**src/rtl/ledcrd_pkg.sv**
```systemverilog
// ----------------------------------------------------------------------------
// ledcrd_pkg
// Shared types and constants for the LED current ramp and duty block.
// ----------------------------------------------------------------------------
package ledcrd_pkg;

    // field widths
    localparam int MA_W     = 15;
    localparam int SHUNT_W  = 16;
    localparam int DIVR_W   = 16;
    localparam int OFF_W    = 8;
    localparam int VMV_W    = 13;
    localparam int DUTY_W   = 14;

    // stream and config port widths
    localparam int IN_TDATA_W  = 56;
    localparam int IN_TUSER_W  = 2;
    localparam int OUT_TDATA_W = 40;
    localparam int CFG_ADDR_W  = 3;
    localparam int CFG_DATA_W  = 16;

    // ramp constants
    localparam logic [15:0] FAST_JUMP_MA   = 16'd6000;
    localparam logic [15:0] RAMP_START_MA  = 16'd1500;
    localparam logic [15:0] STEP_STROBE_MA = 16'd3000;
    localparam logic [15:0] STEP_SOS_MA    = 16'd500;
    localparam logic [15:0] STEP_OTHER_MA  = 16'd20;

    // floor(x / 205) = (x * RECIP_205) >> RECIP_SHIFT for x < 2^15
    localparam logic [15:0] RECIP_205   = 16'd40921;
    localparam int          RECIP_SHIFT = 23;

    // duty scaling: denominator carries divider * supply_mv * 1000
    localparam logic [15:0]       DEN_SCALE = 16'd1000;
    localparam logic [DUTY_W-1:0] DUTY_MAX  = 14'd10000;

    typedef enum logic [1:0] {
        MODE_NORMAL   = 2'd0,
        MODE_STEPLESS = 2'd1,
        MODE_BLINK    = 2'd2,
        MODE_BEACON   = 2'd3
    } t_mode;

    typedef enum logic [CFG_ADDR_W-1:0] {
        REG_TURBO_LIMIT = 3'd0,
        REG_AUX_MAX     = 3'd1,
        REG_MAIN_SHUNT  = 3'd2,
        REG_AUX_SHUNT   = 3'd3,
        REG_DIVIDER     = 3'd4
    } t_reg_idx;

    // request to the duty engine, latched on start
    typedef struct packed {
        logic [MA_W-1:0]    ma;
        logic [SHUNT_W-1:0] shunt;
        t_mode              mode;
        logic [OFF_W-1:0]   off;
        logic [VMV_W-1:0]   vmv;
        logic [DIVR_W-1:0]  divr;
    } t_duty_req;

    typedef struct packed {
        logic              done;
        logic [DUTY_W-1:0] duty;
    } t_duty_rsp;

endpackage

```
**src/rtl/ledcrd_duty.sv**
```systemverilog
// ----------------------------------------------------------------------------
// ledcrd_duty
// Duty engine: one shared 31x16 multiplier builds numerator and denominator,
// then a 14-step restoring divider produces the capped duty.
// ----------------------------------------------------------------------------
module ledcrd_duty (
    input  logic                  i_clk,
    input  logic                  i_rst_n,
    input  logic                  i_start,
    input  ledcrd_pkg::t_duty_req i_req,
    output ledcrd_pkg::t_duty_rsp o_rsp
);

    typedef enum logic [8:0] {
        D_IDLE  = 9'b000000001,
        D_Q205  = 9'b000000010,
        D_FACT  = 9'b000000100,
        D_MNUM  = 9'b000001000,
        D_MDEN1 = 9'b000010000,
        D_MDEN2 = 9'b000100000,
        D_CHK   = 9'b001000000,
        D_DIV   = 9'b010000000,
        D_DONE  = 9'b100000000
    } t_dstate;

    t_dstate r_state, n_state;

    logic [ledcrd_pkg::MA_W-1:0]    r_ma;
    logic [ledcrd_pkg::SHUNT_W-1:0] r_shunt;
    ledcrd_pkg::t_mode              r_mode;
    logic [ledcrd_pkg::OFF_W-1:0]   r_off;
    logic [ledcrd_pkg::VMV_W-1:0]   r_vmv;
    logic [ledcrd_pkg::DIVR_W-1:0]  r_divr;
    logic [6:0]                     r_fac;
    logic [46:0]                    r_prod;
    logic [53:0]                    r_num;
    logic [53:0]                    r_rem;
    logic [51:0]                    r_dsh;
    logic [ledcrd_pkg::DUTY_W-1:0]  r_quo;
    logic [3:0]                     r_cnt;
    logic [ledcrd_pkg::DUTY_W-1:0]  r_duty;

    logic [30:0] w_mul_a;
    logic [15:0] w_mul_b;
    logic [46:0] w_prod;
    logic [7:0]  w_q205;
    logic [7:0]  w_fac;
    logic        w_fac_pos;
    logic [38:0] w_den;
    logic        w_rem_ge;
    logic [ledcrd_pkg::DUTY_W-1:0] w_quo_next;

    // shared multiplier operand select
    always_comb begin
        w_mul_a = '0;
        w_mul_b = '0;
        case (r_state)
            D_Q205: begin
                w_mul_a = {16'b0, r_ma};
                w_mul_b = ledcrd_pkg::RECIP_205;
            end
            D_FACT: begin
                w_mul_a = {16'b0, r_ma};
                w_mul_b = r_shunt;
            end
            D_MNUM: begin
                w_mul_a = r_prod[30:0];
                w_mul_b = {9'b0, r_fac};
            end
            D_MDEN1: begin
                w_mul_a = {15'b0, r_divr};
                w_mul_b = {3'b0, r_vmv};
            end
            D_MDEN2: begin
                w_mul_a = {2'b0, r_prod[28:0]};
                w_mul_b = ledcrd_pkg::DEN_SCALE;
            end
            default: begin
                w_mul_a = '0;
                w_mul_b = '0;
            end
        endcase
    end

    assign w_prod = {16'b0, w_mul_a} * {31'b0, w_mul_b};

    // mode factor, 8-bit wrap
    assign w_q205    = r_prod[ledcrd_pkg::RECIP_SHIFT +: 8];
    assign w_fac     = r_off + ((r_mode == ledcrd_pkg::MODE_STEPLESS) ? w_q205 : 8'd0);
    assign w_fac_pos = !w_fac[7] && (w_fac != 8'd0);

    assign w_den      = r_prod[38:0];
    assign w_rem_ge   = (r_rem >= {2'b0, r_dsh});
    assign w_quo_next = {r_quo[ledcrd_pkg::DUTY_W-2:0], w_rem_ge};

    always_comb begin
        n_state = r_state;
        case (r_state)
            D_IDLE:  if (i_start) n_state = D_Q205;
            D_Q205:  n_state = D_FACT;
            D_FACT:  n_state = w_fac_pos ? D_MNUM : D_DONE;
            D_MNUM:  n_state = D_MDEN1;
            D_MDEN1: n_state = D_MDEN2;
            D_MDEN2: n_state = D_CHK;
            D_CHK: begin
                if ((r_num == '0) || (w_den == '0) || (r_num >= {1'b0, w_den, 14'b0})) begin
                    n_state = D_DONE;
                end else begin
                    n_state = D_DIV;
                end
            end
            D_DIV:   if (r_cnt == 4'd0) n_state = D_DONE;
            D_DONE:  n_state = D_IDLE;
            default: n_state = D_IDLE;
        endcase
    end

    always_ff @(posedge i_clk) begin
        if (!i_rst_n) begin
            r_state <= D_IDLE;
        end else begin
            r_state <= n_state;
        end
    end

    always_ff @(posedge i_clk) begin
        r_prod <= w_prod;
        case (r_state)
            D_IDLE: begin
                r_ma    <= i_req.ma;
                r_shunt <= i_req.shunt;
                r_mode  <= i_req.mode;
                r_off   <= i_req.off;
                r_vmv   <= i_req.vmv;
                r_divr  <= i_req.divr;
            end
            D_FACT: begin
                r_fac <= w_fac[6:0];
                if (!w_fac_pos) r_duty <= '0;
            end
            D_MDEN1: r_num <= {r_prod[37:0], 16'b0};
            D_CHK: begin
                r_rem <= r_num;
                r_dsh <= {w_den, 13'b0};
                r_quo <= '0;
                r_cnt <= 4'd13;
                if (r_num == '0) begin
                    r_duty <= '0;
                end else if (w_den == '0) begin
                    r_duty <= ledcrd_pkg::DUTY_MAX;
                end else if (r_num >= {1'b0, w_den, 14'b0}) begin
                    r_duty <= ledcrd_pkg::DUTY_MAX;
                end
            end
            D_DIV: begin
                if (w_rem_ge) r_rem <= r_rem - {2'b0, r_dsh};
                r_dsh <= {1'b0, r_dsh[51:1]};
                r_quo <= w_quo_next;
                r_cnt <= r_cnt - 4'd1;
                if (r_cnt == 4'd0) begin
                    r_duty <= (w_quo_next > ledcrd_pkg::DUTY_MAX) ? ledcrd_pkg::DUTY_MAX
                                                                 : w_quo_next;
                end
            end
            default: begin
            end
        endcase
    end

    assign o_rsp.done = (r_state == D_DONE);
    assign o_rsp.duty = r_duty;

endmodule

```
**src/rtl/led_current_ramp_and_duty.sv**
```systemverilog
// ----------------------------------------------------------------------------
// led_current_ramp_and_duty
// Per-tick target clamp, slow ramp, channel/shunt select and PWM duty.
//
//   channel   dir  handshake                      payload
//   s_axis    in   s_axis_tvalid/s_axis_tready    tdata 56b, tuser 2b (one tick)
//   m_axis    out  m_axis_tvalid/m_axis_tready    tdata 40b (one result)
//   cfg       in   i_cfg_valid/o_cfg_ready        i_cfg_addr 3b, i_cfg_data 16b
//
// A tick with unchanged or zero target skips the duty engine: ramp step, then
// output state. Otherwise the duty engine runs 5 shared-multiplier steps, a
// range check, 14 restoring-divider steps and a done state; a non-positive
// factor ends it after the factor step, a zero or capped quotient after the
// range check. One tick in flight; s_axis_tready is low until its result
// is in the output register. The output register holds one result while the
// next tick is taken. Synchronous active-low reset; no memories.
// ----------------------------------------------------------------------------
module led_current_ramp_and_duty (
    input  logic                                  i_clk,
    input  logic                                  i_rst_n,
    // tdata: requested_ma[14:0], output_inhibit[15], thermal_limit_ma[30:16],
    //        mode_offset_pct[38:31], system_mode_set[39], supply_mv[52:40]
    input  logic                                  s_axis_tvalid,
    output logic                                  s_axis_tready,
    input  logic [ledcrd_pkg::IN_TDATA_W-1:0]     s_axis_tdata,
    // tuser: mode_kind[1:0]
    input  logic [ledcrd_pkg::IN_TUSER_W-1:0]     s_axis_tuser,
    // tdata: duty_centi_pct[13:0], converter_enable[14], reverse_gate_on[15],
    //        low_shunt_select[16], high_shunt_select[17], applied_ma[32:18],
    //        update_pulse[33]
    output logic                                  m_axis_tvalid,
    input  logic                                  m_axis_tready,
    output logic [ledcrd_pkg::OUT_TDATA_W-1:0]    m_axis_tdata,
    input  logic                                  i_cfg_valid,
    output logic                                  o_cfg_ready,
    input  logic [ledcrd_pkg::CFG_ADDR_W-1:0]     i_cfg_addr,
    input  logic [ledcrd_pkg::CFG_DATA_W-1:0]     i_cfg_data
);

    typedef enum logic [3:0] {
        S_IDLE = 4'b0001,
        S_RAMP = 4'b0010,
        S_DUTY = 4'b0100,
        S_OUT  = 4'b1000
    } t_state;

    typedef struct packed {
        logic [14:0]        req;
        logic               inhibit;
        logic [14:0]        therm;
        ledcrd_pkg::t_mode  mode;
        logic signed [7:0]  off;
        logic               sysm;
        logic [12:0]        vmv;
    } t_tick;

    t_state r_state, n_state;
    t_tick  r_in;

    // config
    logic [14:0] r_turbo;
    logic [14:0] r_aux_max;
    logic [15:0] r_main_shunt;
    logic [15:0] r_aux_shunt;
    logic [15:0] r_divr;

    // control state
    logic [14:0] r_ramp;
    logic        r_slow;
    logic        r_conv_on;
    logic [13:0] r_held_duty;
    logic        r_held_main;
    logic        r_update;
    logic        r_out_valid;
    logic [ledcrd_pkg::OUT_TDATA_W-1:0] r_out_data;

    logic [14:0] w_limit;
    logic [14:0] w_tgt0;
    logic [14:0] w_target;
    logic        w_upd;
    logic [15:0] w_diff;
    logic        w_big_jump;
    logic        w_slow_set;
    logic [15:0] w_step;
    logic [15:0] w_next_r;
    logic [14:0] w_ramp_new;
    logic        w_slow_new;
    logic        w_main;
    logic        w_start;
    logic        w_out_load;

    ledcrd_pkg::t_duty_req w_req;
    ledcrd_pkg::t_duty_rsp w_rsp;

    assign s_axis_tready = (r_state == S_IDLE);
    assign o_cfg_ready   = 1'b1;
    assign m_axis_tvalid = r_out_valid;
    assign m_axis_tdata  = r_out_data;

    // target and ramp step
    assign w_limit  = (r_in.therm > r_turbo) ? r_turbo : r_in.therm;
    assign w_tgt0   = r_in.inhibit ? 15'd0 : r_in.req;
    assign w_target = (w_tgt0 > w_limit) ? w_limit : w_tgt0;
    assign w_upd    = (r_ramp != w_target);

    assign w_diff     = {1'b0, w_target} - {1'b0, r_ramp};
    assign w_big_jump = !w_diff[15] && (w_diff > ledcrd_pkg::FAST_JUMP_MA);
    assign w_slow_set = r_slow || w_big_jump;

    always_comb begin
        case (r_in.mode)
            ledcrd_pkg::MODE_BLINK:  w_step = ledcrd_pkg::STEP_STROBE_MA;
            ledcrd_pkg::MODE_BEACON: w_step = ledcrd_pkg::STEP_SOS_MA;
            default:                 w_step = ledcrd_pkg::STEP_OTHER_MA;
        endcase
    end

    assign w_next_r = (r_ramp == 15'd0) ? ledcrd_pkg::RAMP_START_MA : ({1'b0, r_ramp} + w_step);

    always_comb begin
        w_ramp_new = w_target;
        w_slow_new = w_slow_set;
        if (!r_in.sysm && w_slow_set) begin
            if (w_next_r >= {1'b0, w_target}) begin
                w_ramp_new = w_target;
                w_slow_new = 1'b0;
            end else begin
                w_ramp_new = w_next_r[14:0];
                w_slow_new = 1'b1;
            end
        end
    end

    assign w_main  = (w_ramp_new > r_aux_max);
    assign w_start = (r_state == S_RAMP) && w_upd && (w_target != 15'd0);

    assign w_req.ma    = w_ramp_new;
    assign w_req.shunt = w_main ? r_main_shunt : r_aux_shunt;
    assign w_req.mode  = r_in.mode;
    assign w_req.off   = $unsigned(r_in.off);
    assign w_req.vmv   = r_in.vmv;
    assign w_req.divr  = r_divr;

    ledcrd_duty u_duty (
        .i_clk   (i_clk),
        .i_rst_n (i_rst_n),
        .i_start (w_start),
        .i_req   (w_req),
        .o_rsp   (w_rsp)
    );

    assign w_out_load = (r_state == S_OUT) && (!r_out_valid || m_axis_tready);

    always_comb begin
        n_state = r_state;
        case (r_state)
            S_IDLE:  if (s_axis_tvalid) n_state = S_RAMP;
            S_RAMP:  n_state = w_start ? S_DUTY : S_OUT;
            S_DUTY:  if (w_rsp.done) n_state = S_OUT;
            S_OUT:   if (w_out_load) n_state = S_IDLE;
            default: n_state = S_IDLE;
        endcase
    end

    always_ff @(posedge i_clk) begin
        if (!i_rst_n) begin
            r_state      <= S_IDLE;
            r_turbo      <= '0;
            r_aux_max    <= '0;
            r_main_shunt <= 16'd1;
            r_aux_shunt  <= 16'd1;
            r_divr       <= 16'd32768;
            r_ramp       <= '0;
            r_slow       <= 1'b0;
            r_conv_on    <= 1'b0;
            r_held_duty  <= '0;
            r_held_main  <= 1'b0;
            r_update     <= 1'b0;
            r_out_valid  <= 1'b0;
        end else begin
            r_state <= n_state;

            if (i_cfg_valid) begin
                case (i_cfg_addr)
                    ledcrd_pkg::REG_TURBO_LIMIT: r_turbo      <= i_cfg_data[14:0];
                    ledcrd_pkg::REG_AUX_MAX:     r_aux_max    <= i_cfg_data[14:0];
                    ledcrd_pkg::REG_MAIN_SHUNT:  r_main_shunt <= i_cfg_data;
                    ledcrd_pkg::REG_AUX_SHUNT:   r_aux_shunt  <= i_cfg_data;
                    ledcrd_pkg::REG_DIVIDER:     r_divr       <= i_cfg_data;
                    default: begin
                    end
                endcase
            end

            if (r_state == S_RAMP) begin
                r_update <= w_upd;
                if (w_upd) begin
                    if (w_target != 15'd0) begin
                        r_ramp <= w_ramp_new;
                        r_slow <= w_slow_new;
                        if (!r_conv_on) begin
                            r_held_main <= w_main;
                            r_conv_on   <= 1'b1;
                        end
                    end else begin
                        r_ramp      <= '0;
                        r_conv_on   <= 1'b0;
                        r_held_duty <= '0;
                        r_held_main <= 1'b0;
                    end
                end
            end

            if ((r_state == S_DUTY) && w_rsp.done) r_held_duty <= w_rsp.duty;

            if (w_out_load) begin
                r_out_valid <= 1'b1;
            end else if (m_axis_tready) begin
                r_out_valid <= 1'b0;
            end
        end
    end

    // payload registers
    always_ff @(posedge i_clk) begin
        if (s_axis_tvalid && s_axis_tready) begin
            r_in.req     <= s_axis_tdata[14:0];
            r_in.inhibit <= s_axis_tdata[15];
            r_in.therm   <= s_axis_tdata[30:16];
            r_in.mode    <= ledcrd_pkg::t_mode'(s_axis_tuser[1:0]);
            r_in.off     <= $signed(s_axis_tdata[38:31]);
            r_in.sysm    <= s_axis_tdata[39];
            r_in.vmv     <= s_axis_tdata[52:40];
        end
        if (w_out_load) begin
            r_out_data <= {6'b0, r_update, r_ramp, r_held_main,
                           (r_conv_on && !r_held_main), r_held_main, r_conv_on, r_held_duty};
        end
    end

`ifndef ASSERT_OFF
    a_accept_to_ramp: assert property (@(posedge i_clk) disable iff (!i_rst_n)
        (s_axis_tvalid && s_axis_tready) |=> (r_state == S_RAMP))
        else $error("accepted tick did not enter ramp step");

    a_done_in_duty: assert property (@(posedge i_clk) disable iff (!i_rst_n)
        w_rsp.done |-> (r_state == S_DUTY))
        else $error("duty engine finished outside duty wait");

    a_on_has_current: assert property (@(posedge i_clk) disable iff (!i_rst_n)
        r_conv_on |-> (r_ramp != 15'd0))
        else $error("converter on with zero applied current");

    a_off_is_clear: assert property (@(posedge i_clk) disable iff (!i_rst_n)
        !r_conv_on |-> ((r_ramp == 15'd0) && (r_held_duty == 14'd0) && !r_held_main))
        else $error("converter off but state not cleared");

    a_duty_capped: assert property (@(posedge i_clk) disable iff (!i_rst_n)
        r_held_duty <= ledcrd_pkg::DUTY_MAX)
        else $error("held duty above cap");
`endif

endmodule

```
**config.mk**
```make
export PLATFORM = sky130hd
export DESIGN_NAME = led_current_ramp_and_duty
export DESIGN_NICKNAME = d
export VERILOG_FILES = /design/src/rtl/ledcrd_pkg.sv /design/src/rtl/ledcrd_duty.sv /design/src/rtl/led_current_ramp_and_duty.sv
export SDC_FILE = /design/constraint.sdc
export NUM_CORES = 2
export LEC_CHECK = 0
export ABC_AREA = 0
export BUFFER_PORTS_ARGS = -buffer_cell sky130_fd_sc_hd__buf_2
export CAP_MARGIN = 10
export CORE_MARGIN = 2
export CORE_UTILIZATION = 25
export CTS_CLUSTER_SIZE = 40
export DETAILED_ROUTE_END_ITERATION = 10
export PLACE_DENSITY_LB_ADDON = 0.1
export SYNTH_ARGS = -nofsm -noshare
export SYNTH_HDL_FRONTEND = slang
export SYNTH_SLANG_ARGS = --single-unit
export TNS_END_PERCENT = 5
```
**constraint.sdc**
```tcl
create_clock -name i_clk -period 21 [get_ports i_clk]
set_input_delay 1.05 -clock i_clk [delete_from_list [all_inputs] [get_ports i_clk]]
set_output_delay 1.05 -clock i_clk [all_outputs]
set_load 0.01 [all_outputs]
```
* After elaboration in Yosys (flattened, before gate mapping)
Index checks and enable logic that the tools add are counted.
** Storage, ports and cells
- Word-level logic and storage cells :: 170
- Register bits :: 505
- Input bits :: 82
- Output and inout bits :: 43
** Cells by class
- Reduce and logical (&&, ||, !) cells :: 44
- Order comparisons :: 8
- $add $sub $neg :: 5
- Multiply operators :: 1
- Multiplexer cells :: 45
- Equality and inequality tests :: 31
** Operator list (count)
- $mux W14 :: 10
- $pmux W31 S4 :: 1
- $pmux W54 S2 :: 1
- $pmux W52 S2 :: 1
- $mux W15 :: 6
- $pmux W16 S5 :: 1
- $pmux W9 S8 :: 1
- $ge A54 B52 Y1 :: 1
- $ge A54 B53 Y1 :: 1
- $logic_not A54 Y1 :: 1
- $mux W54 :: 1
- $sub A54 B52 Y54 :: 1
- $gt A15 B15 Y1 :: 3
- $pmux W14 S3 :: 1
- $logic_not A39 Y1 :: 1
- $mul A31 B16 Y39 :: 1
- $mux W9 :: 4
- $mux W16 :: 2
- $pmux W13 S2 :: 1
- $pmux W12 S2 :: 1
- $add A15 B16 Y16 :: 1
- $ge A16 B15 Y1 :: 1
- $gt A16 B13 Y1 const B :: 1
- $mux W4 :: 4
- 44 further kinds :: 87

* Longest topological paths before layout
- Depth after elaboration :: 13
- Gate-level depth with buffers :: 43

* Modules after synthesis
A second synthesis with hierarchy kept.
** Second synthesis, totals
- Cells, all modules :: 4084
- Area, all modules :: 39684.3 µm²
** By module, submodules not included
- ledcrd_duty :: area each 29176.7 µm², times used 1, cells an instance 3003
- led_current_ramp_and_duty :: area each 10507.6 µm², times used 1, cells an instance 1081

* Least setup slack after synthesis
OpenSTA, ideal clock, no wires.
- Path type :: reg-to-reg
- Start point :: register u_duty.r_state[5]
- End point :: register u_duty.r_prod[36]
- Setup time :: 72 ps
- Cell stages (with the launch flop) :: 33
- Path buffers :: 3
- Arrival time :: 8862 ps
- Period minus slack after synthesis :: 8934 ps
- Setup slack :: 12066 ps
- Path through :: dfxtp_1 nor3_1 nand2_1 or3_1 nor3b_1 clkbuf_1 buf_1 nand2_1 nand2_1 buf_2 nand2_1 fa_1 inv_1 fa_1 inv_1 fa_1 inv_1 fa_1 inv_1 fa_1 inv_1 fa_1 ha_1 and4_1 a21oi_1 o21ai_0 a221oi_1 o21ai_0 a31oi_1 o21ai_0 a31o_2 a21oi_1 xnor2_1
** On the way
- Word-level cells in the longest chain between the ends :: 4
** Ends and longest elaborated chain
- from (decl) :: line ledcrd_duty.sv:26 : t_dstate r_state, n_state;
- from (signal assigned) :: line ledcrd_duty.sv:122 : r_state <= n_state;
- $eq A9 B2 Y1 or $eq A9 B3 Y1 (tied branches) :: line ledcrd_duty.sv:57 : case (r_state)
- $reduce_or A2 Y1 (no line)
- $pmux W31 S4 :: line ledcrd_duty.sv:57
- $mul A31 B16 Y39 * :: line ledcrd_duty.sv:85 : assign w_prod = {16'b0, w_mul_a} * {31'b0, w_mul_b};
- via u_duty.w_prod[36] :: line ledcrd_duty.sv:45 : logic [46:0] w_prod;
- to (signal assigned) :: line ledcrd_duty.sv:127 : r_prod <= w_prod;
- to (decl) :: line ledcrd_duty.sv:35 : logic [46:0] r_prod;
Mark *: on every way through the listed nets, which the timed path passes. The rest lies on a longest branch.
A chain may end at the register's enable or synchronous reset.

==> results.txt <==
* Root buffer cell: sky130_fd_sc_hd__clkbuf_16
- Antenna violations before repair: 2
* Post-DP HPWL: 95900 um
- Leftover overflow at the end of global routing: 0
- Transition time of the tightest slew-check pin: 1170 ps
* Count of final hold-check violations: 0
- The clock passes through at most 3 buffers.
- Launching point of the worst reg2reg path: r_in[27]
* Per-instance average area after synthesis: 9.67 um2
- Core outline area: 156000 um2
- In the routed layout, each cell is associated on average with a via count of 4.57.
- In this run the post-CTS setup repair buffer count came out at 0.
- Relative slew slack: 22.0%
- Leading post-synthesis cells by cell area: sky130_fd_sc_hd__edfxtp_1 (26%), sky130_fd_sc_hd__fa_1 (19%), sky130_fd_sc_hd__ha_1 (8.4%)
- Subtracting the final worst setup slack from the clock period gives 10930 ps.
* Worst endpoint required time: 21350 ps
* Die Width: 400 um
- Summing over every cut layer, the via total after detailed routing is 28755.
- Routability-driven placement finished with a final weighted congestion of 0.796.
- Die extent in y: 400 um
- Global-route wire length before repair: 195000 um
- After clock tree synthesis, the clock-pin slew on the worst setup and hold paths is 60 ps.
* Nets@finish: 4908
- Of all nets on the critical path, the largest fanout is 26.
- Largest net degree at the start of global routing: 80
- End point of the worst hold path: u_duty.r_vmv[1]
- For the worst-skew pair, the clock arrives at the later sink with an insertion delay of 630 ps.
* CTS tree: done
- Maximum ir drop on the vdd rail: 0.0600 mV
* Vias in the first global route: 29991
- Once detail routing completed, the nets flagged for antenna violations numbered 0.
- The critical path in this run is classified as reg -> reg.
* First-iteration detailed-routing DRC count: 1581
* Critical Path AT: 11280 ps
- Number of clock sinks: 504
- The count of buffers added on input and output ports is 114.
* Post-synthesis instance total: 4059
- Before antenna repair, the detailed router went through 5 iterations.
- Resize count post-CTS: 0
- Number of synthesis warnings: 0
* Start point of the worst min-delay path: r_in[1]
* Hold Path Depth: 0
* Die Area: 160000 um2
- After floorplanning, the core was divided into 145 placement rows.
- Largest clock skew in the final design: 32.1 ps
- The most used flip-flop cell after synthesis is sky130_fd_sc_hd__edfxtp_1.
- Routed wirelength normalized by instance count: 20.4 um
- Summed over all layers, the routed wires come to 128000 um.
- Net switching is 33.5% of the power.
- Worst reg-to-reg setup slack: 10070 ps
* Synthesized flop and latch total: 504
- Fraction of the cycle the final worst path needs: 52.0%
- Portion of synthesized cell area occupied by the leading cell type: 26.0%
* Sequential element share of the synthesized area: 34.4%
* Comb pwr share: 29.9%
- Worst reg-to-reg path cell count: 36
- The run finished with clean final reports.
- Starting density of the core: 25.2%
* Asr flop ratio synth: 0%
- Maximum clock frequency: 91.5 MHz
* Htree depth: 3
* RSZ-0062 raised after global routing: false
* Most repeated cell in the gate-level netlist after synthesis: sky130_fd_sc_hd__inv_1
- The endpoint identified for the worst register-to-register timing path is u_duty.r_shunt[12].
- In this run the cell area of the synthesized design comes to 39200 um2.
* Sequential share of power: 35.7%
- Of all cell types, the one taking the most synthesized area is sky130_fd_sc_hd__edfxtp_1.
- Once layout is complete, the utilization of the core stands at 28.5%.
- Worst setup SP type: flip-flop
- The analysis attributes to cell leakage a power of 0.0189 uW.
- Class of the tightest hold or removal check: reg -> reg
* Design internal power: 2230 uW
- Count of flip-flops with a built-in enable after synthesis: 340
- Cell with the largest stage delay on the worst path: sky130_fd_sc_hd__o31ai_4
* Maximum cell stage delay along the critical path: 910 ps
* Power per cell area: 75.3 nW/um2
- Proportion of power drawn by the clock network: 34.4%
* Remaining design rule violation count: 0
- Cells with a size suffix above 1 make up 8.10% of the layout.
- P_sw: 1120 uW
* Max Transition Viols Final: 0
- In the final timing run, aggregate negative setup slack is 0 ps.
- Relative to the synthesized area, the layout overhead comes to 13.5%.
* Endpoint class of the critical path: flip-flop
- CTS Buf Count: 67
- Most common library cells after synthesis: sky130_fd_sc_hd__inv_1 (593), sky130_fd_sc_hd__nand2_1 (591), sky130_fd_sc_hd__fa_1 (382)
* Setup violators final: 0
* Count of max-cap constraint violations: 0
* Cts hold-fix bufs: 0
* Synth unique cells: 88
- In this run the count of I/O pins placed on the die edge is 125.
- For this run, the total global-route usage over all layers was measured as 16.2%.
==> cells in the final DEF, fill, tap and decap left out, drive strengths merged, types with 37 or more instances in the layout <==
| cell | synthesis | routed |
|---|---|---|
| a21o | 102 | 102 |
| a21oi | 225 | 225 |
| and2 | 44 | 44 |
| buf | 36 | 167 |
| clkbuf | 147 | 81 |
| conb | 2 | 70 |
| dfxtp | 164 | 164 |
| edfxtp | 340 | 340 |
| fa | 382 | 382 |
| ha | 264 | 264 |
| inv | 596 | 598 |
| nand2 | 591 | 591 |
| nand3 | 174 | 174 |
| nand4 | 43 | 43 |
| nor2 | 208 | 208 |
| nor2b | 39 | 39 |
| nor3 | 37 | 37 |
| nor4 | 37 | 37 |
| o21ai | 152 | 152 |
| xnor2 | 71 | 71 |
==> routing by layer <==
layer  wire [um]  part of all wire, %  global-route usage, %
met3        4270                  3.3                   1.61
met5           0                    0                      0
met1       62000                   48                   23.1
met2       60200                   47                   26.8
met4        1660                  1.3                   2.82
==> flip-flops by register name, indices dropped and copies added, names as in the netlist, 9 cells and up <==
register and count:
m_axis_tdata 33, r_aux_max 15, r_aux_shunt 16, r_divr 16, r_held_duty 14, r_in 55
r_main_shunt 16, r_ramp 15, r_turbo 15, u_duty.r_divr 16, u_duty.r_dsh 52, u_duty.r_duty 14
u_duty.r_ma 15, u_duty.r_num 38, u_duty.r_prod 39, u_duty.r_quo 13, u_duty.r_rem 54, u_duty.r_shunt 16
u_duty.r_state 9, u_duty.r_vmv 13
==> power by group through the flow <==
| stage | sequential, uW | combinational (uW) | clock (uW) |
|---|---|---|---|
| finish | 1200 | 1000 | 1150 |
| global route | 1200 | 1130 | 1230 |
| CTS | 1200 | 1010 | 1200 |
| detailed placement | 1220 | 1000 | 0 |
| global placement | 1220 | 1010 | 0 |
| floorplan | 1190 | 700 | 0 |
==> stage by stage <==
stage	cell area, um2	hold WS [ps]	worst slack [ps]	std cells	power (uW)
global route	44500	422	9280	6290	3570
floorplan	39500	400	12070	4127	1890
global placement	42400	405	9890	6169	2230
finish	44500	418	10070	6291	3350
detailed placement	42400	405	9960	6169	2220
CTS	44500	420	9910	6290	3410
==> worst max path at each step <==
stage | to | start | slack (ps) | cells past startpoint
after floorplan | u_duty.r_prod[36] | u_duty.r_state[5] | 12070 | 32
after global placement | u_duty.r_shunt[12] | r_in[27] | 9890 | 36
after detailed placement | u_duty.r_shunt[12] | r_in[27] | 9960 | 36
after CTS | u_duty.r_shunt[12] | r_in[27] | 9910 | 36
after global routing | u_duty.r_shunt[12] | r_in[26] | 9280 | 38
final | u_duty.r_shunt[12] | r_in[27] | 10070 | 36
==> final cells by class <==
class | instances | area, um2
clock buffers | 81 | 1800
fillers | 16664 | 111000
clock inverters | 40 | 368
flip-flops and latches | 504 | 13500
multi-input cells | 2844 | 23100
diodes | 1 | 2.50
well taps | 2058 | 2570
repair buffers | 167 | 968
inverters | 596 | 2240
==> cells by family after synthesis <==
| family | share of synthesized area (%) |
|---|---|
| simple gates | 14.8 |
| flops | 34.4 |
| mux | 1.54 |
| fa+ha+maj | 27.9 |
| xor+xnor | 2.25 |
| other cells | 0.0191 |
| buf+inv | 7.67 |
| compound gates | 11.4 |
==> critical path, delay by kind of cell (launching register included) <==
kind | cells | cell delay, ps
mux | 3 | 1330
compound gates | 19 | 4880
fa+ha+maj | 5 | 1520
buf+inv | 3 | 780
simple gates | 6 | 1700
flops | 1 | 420
Power figures use the tool's default switching activity.
